<file path="config.mk">
export PLATFORM = sky130hd
export DESIGN_NAME = ksel_cell
export DESIGN_NICKNAME = d
export VERILOG_FILES = /design/src/rtl/core/ksel_pkg.sv /design/src/rtl/core/ksel_cell.sv
export SDC_FILE = /design/constraint.sdc
export NUM_CORES = 1
export LEC_CHECK = 0
export BUFFER_PORTS_ARGS = -buffer_cell sky130_fd_sc_hd__buf_2
export CAP_MARGIN = 15
export CELL_PAD_IN_SITES_DETAIL_PLACEMENT = 1
export CELL_PAD_IN_SITES_GLOBAL_PLACEMENT = 1
export CORE_MARGIN = 1.5
export CORE_UTILIZATION = 35
export DETAILED_ROUTE_END_ITERATION = 8
export PLACE_DENSITY_LB_ADDON = 0.15
export RECOVER_POWER = 100
export SYNTH_ARGS = -nofsm -noshare
export SYNTH_HDL_FRONTEND = slang
export SYNTH_SLANG_ARGS = --single-unit
</file>
<file path="constraint.sdc">
create_clock -name i_clk -period 7.1 [get_ports i_clk]
set_input_delay 0 -clock i_clk [delete_from_list [all_inputs] [get_ports i_clk]]
set_output_delay 0 -clock i_clk [all_outputs]
set_load 0.02 [all_outputs]
</file>
<file path="src/rtl/core/ksel_pkg.sv">
// Shared sizes and the broadcast control bundle for the k-th smallest selector.
// Used by ksel_cell and kth_smallest_stream_select; no dependencies.
`default_nettype none

package ksel_pkg;

    localparam int N_CELLS = 64;                     // deepest rank held
    localparam int DATA_W  = 32;
    localparam int RANK_W  = 7;
    localparam int COUNT_W = $clog2(N_CELLS + 1);

    // Control broadcast to every cell for one accepted item
    typedef struct packed {
        logic                     en;      // an item is accepted this cycle
        logic                     grow;    // list not yet full: insert and lengthen
        logic signed [DATA_W-1:0] sample;  // incoming value
    } t_cell_ctl;

endpackage

`default_nettype wire

</file>
<file path="src/rtl/core/ksel_cell.sv">
// One cell of the descending sorted chain: holds one kept value.
// Depends on ksel_pkg (t_cell_ctl, DATA_W).
`default_nettype none

module ksel_cell
    import ksel_pkg::*;
(
    input  wire logic                     i_clk,
    input  wire t_cell_ctl                i_ctl,
    input  wire logic                     i_valid,       // cell lies inside the kept list
    input  wire logic                     i_left_gt,     // neighbor toward the max end
    input  wire logic signed [DATA_W-1:0] i_left_value,
    input  wire logic                     i_right_gt,    // neighbor toward the min end
    input  wire logic signed [DATA_W-1:0] i_right_value,
    output logic                          o_gt,
    output logic signed [DATA_W-1:0]      o_value
);

    logic signed [DATA_W-1:0] r_value;
    logic signed [DATA_W-1:0] n_value;

    assign o_gt    = i_valid && (r_value > i_ctl.sample);
    assign o_value = r_value;

    // grow: values above the sample stay, the rest shift one place toward the min end.
    // replace: a smaller sample drops the max, values above it shift to the max end.
    always_comb begin
        n_value = r_value;
        if (i_ctl.grow) begin
            if (!o_gt) begin
                n_value = i_left_gt ? i_ctl.sample : i_left_value;
            end
        end else begin
            if (i_right_gt) begin
                n_value = i_right_value;
            end else if (o_gt) begin
                n_value = i_ctl.sample;
            end
        end
    end

    always_ff @(posedge i_clk) begin
        if (i_ctl.en) begin
            r_value <= n_value;
        end
    end

endmodule

`default_nettype wire

</file>
==> summary by stage <==
Drt
The detailed-route wire length per cell is around 15 µm. The number of DRC violations after detailed-routing iteration 0 is just under 70. In this run the remaining antenna-violating nets after routing total 0. The routed via count divided by cell count is 5.08.

The pre-antenna-repair detailed-routing pass consisted of 6 iterations. Across all layers, the routed design uses roughly 2600 vias. The final layout contains routed wiring with a total length of 7770 µm. In the routed design, unresolved DRC markers number 0.

STA
The hold slack is roughly 0.043 ns. Setup repair after global routing left no endpoint under its margin. The number of slew-limit violations in the final report was 72. Counting I/O delays and the setup requirement, the final critical path takes 3.96 ns. The worst pin sits at a relative slew slack of -0.131. The final cycle utilization of the critical path is 0.558. The number of endpoints with negative hold slack in the final report is 0.

At the pin with the least slew margin, the transition time is between 1.5 and 2 ns. The total negative slack for setup checks is 0 ns. The final setup violation count is 0. The fmax is between 200 and 300 MHz. The worst clock skew on the final layout is 0.00614 ns.

Outcome
The final reports fail on capacitance limit, slew limit. The run finished, with violations left.

Critical path
The top cell family by delay on the critical path is compound AO/OA/AOI/OAI gates. The delay of the slowest cell on the worst path is around 1.3 ns. By startpoint and endpoint, the worst setup path is classified as reg2reg. STA puts the critical path data required time at 6.97 ns. The endpoint type of the worst setup path is a flop.

Along the worst path, the maximum fanout reaches 32. The critical path startpoint category is a flop. At the worst endpoint, the arrival time is approximately 3.8 ns. The critical path goes through ha_1 -> nand4_1 -> nor4_1 -> o311a_1 -> o31ai_1 -> a21oi_2 -> o221a_1.

The largest individual stage delay along the critical path comes from the cell sky130_fd_sc_hd__o221a_1. The number of buffers and inverters on the critical path is 0.

CTS
The hold buffer count at cts is 0. TritonCTS built the clock tree. The H-tree generated during clock tree synthesis spans 2 levels. In this run the post-CTS setup repair buffer count came out at 0. The number of clock buffers added by TritonCTS is 5. Post-CTS repair changed the size of 0 cells.

The clock transition time at the flip-flop clock pins of the worst setup and hold paths is 0.07 ns. The clock net in this run drives a total of 32 sinks. Clock latency on the worst-skew pair, taken at its later pin, is roughly 0.27 ns. CTS placed an instance of sky130_fd_sc_hd__clkbuf_8 at the clock tree root. The largest buffer count on any clock path is 2.

Yosys
The cell area that synthesis handed to floorplanning was about 2600 µm². The commonest register cell after synthesis is sky130_fd_sc_hd__edfxtp_1. Counting flops and latches in the post-synthesis netlist gives 32. The fraction of synthesis flops using an asynchronous set or reset pin is 0. The netlist uses 30 different library cells.

The number of standard cells after synthesis is between 200 and 300. In this run, synthesis inferred 32 flip-flops with an integrated enable. Dividing the synthesized area by the synthesized cell count gives 9.12 µm².

The share of the Yosys chip area taken by registers is 0.376. Synthesis produced a netlist with a net count of around 410. Yosys printed 0 warnings.

Floorplanning
The x dimension of the die is 88.4 µm. The number of primary I/O pins is around 140. The area enclosed by the die boundary is 7820 µm². The floorplan die height is between 80 and 90 µm.

The initial standard-cell utilization of the core is 0.370. The cell row count is 30. The area of the core region is roughly 6900 µm².

Global routing
The total overflow left after global routing is 0. For this run, the total global-route usage over all layers was measured as 0.200. The first global-routing pass estimated between 10000 and 15000 µm of wire. Entering global routing, the biggest net connects 42 pins. The initial antenna violation count is 1. The via count of the first global-routing pass is approximately 2600.

Cells and area
The area of the multi-input gates is 1420 µm². The fill cell instance count of the final layout is a little under 900. Summing all non-filler instances in the final layout gives an area of roughly 3300 µm². The final non-filler cell total is just over 500. The register with the most flip-flops in the layout has 32 of them. For this run, the post-layout net count is 543.

The sequential cell area is just under 1000 µm². In the layout the commonest cells are 100 x sky130_fd_sc_hd__buf_2, 48 x sky130_fd_sc_hd__nor2_1, 34 x sky130_fd_sc_hd__clkbuf_1. From synthesis to final layout, the design area changed by 30.9%. The most common cell after layout, fill and taps aside is sky130_fd_sc_hd__buf_2. The share of post-route cells with drive strength above 1 is 0.269.

Placement
The total cell area at the placement stage is about 3300 µm². Once placement completed, the tool counted placed cells totaling around 500. The congestion estimate from routability-driven global placement came to ~0.79. The number of buffer cells added on primary ports is ~130. Detailed placement ended at an HPWL of between 6000 and 7000 µm.

Power and ir drop
In this run the static leakage power is between 1.5 and 2 nW. The worst-case IR drop observed on VDD is ~88 µV. The power density over the cells is between 150 and 200 nW/µm².

Job
The number of max-cap violations is 2.

Worst hold path
The worst hold path class is in2reg.
## metal layers
layer  track usage  vias up  part of all wire
li1              -     1290                 -
met1         0.214     1197              0.40
met2         0.388       82              0.53
met3        0.0606        2             0.071
met4        0.0355        0            0.0033
met5             0        -                 0
## power breakdown
group	internal [W]	switching (W)	total (W)	leakage, nW
sequential	0.000232	0.00000907	0.000241	0.302
combinational	0.0000713	0.000106	0.000177	1.23
clock	0.0000647	0.0000648	0.000129	0.0391
## worst min-delay path, cell delays in order
cell and delay (ns):
sky130_fd_sc_hd__buf_2 0.08, sky130_fd_sc_hd__o22ai_1 0.05, sky130_fd_sc_hd__nor2_1 0.07
## per-stage QoR
| step | util | setup slack, ns | total power, W |
|---|---|---|---|
| floorplan | - | 3.38 | 0.000353 |
| global placement | 0.477 | 3.69 | 0.000419 |
| detailed placement | 0.479 | 3.61 | 0.000428 |
| CTS | 0.490 | 3.59 | 0.000559 |
| global route | 0.484 | 2.83 | 0.000584 |
| finish | 0.484 | 3.14 | 0.000548 |
## path summary, 6_finish.rpt
kind / depth (start not counted) / end / start / slack [ns]
worst max-delay path: 7 / o_value[6] / o_value[31] / 3.14
worst min-delay path: 3 / o_value[26] / i_left_value[26] / 0.04
worst max register to register: 7 / o_value[6] / o_value[31] / 3.14
worst min register to register: 4 / o_value[21] / o_value[31] / 1.91
## layout make-up
class / count / share of cell area
Tap cell: 96 / 0.0359
Clock inverter: 2 / 0.00225
Clock buffer: 5 / 0.0206
Antenna cell: 1 / 0.000749
Multi-Input combinational cell: 203 / 0.426
Timing Repair Buffer: 135 / 0.191
Sequential cell: 32 / 0.287
Inverter: 32 / 0.0359
## kinds of logic after synthesis
| group | after synthesis | synth area share |
|---|---|---|
| compound gates | 78 | 0.199 |
| simple gates | 75 | 0.131 |
| buf+inv | 45 | 0.0661 |
| fa+ha+maj | 32 | 0.157 |
| flops | 32 | 0.376 |
| mux | 18 | 0.0706 |
## synth_stat cells, types with 2 or more instances
cell	number	area share
sky130_fd_sc_hd__nor2_1	48	0.071
sky130_fd_sc_hd__edfxtp_1	32	0.38
sky130_fd_sc_hd__ha_1	32	0.16
sky130_fd_sc_hd__inv_1	32	0.047
sky130_fd_sc_hd__a21oi_1	29	0.057
sky130_fd_sc_hd__a211oi_1	18	0.053
sky130_fd_sc_hd__mux2i_1	18	0.071
sky130_fd_sc_hd__o22ai_1	14	0.034
sky130_fd_sc_hd__clkbuf_1	11	0.016
sky130_fd_sc_hd__nand3_1	7	0.014
sky130_fd_sc_hd__nand4_1	7	0.017
sky130_fd_sc_hd__a21boi_0	4	0.012
sky130_fd_sc_hd__nand2_1	4	0.0059
sky130_fd_sc_hd__a21o_1	2	0.0059
sky130_fd_sc_hd__a21oi_2	2	0.0069
sky130_fd_sc_hd__buf_1	2	0.0029
sky130_fd_sc_hd__nand2b_1	2	0.0049
sky130_fd_sc_hd__nor2b_1	2	0.0049
sky130_fd_sc_hd__o211ai_1	2	0.0059
sky130_fd_sc_hd__o21a_1	2	0.0059
(Power assumes the default switching activity.)
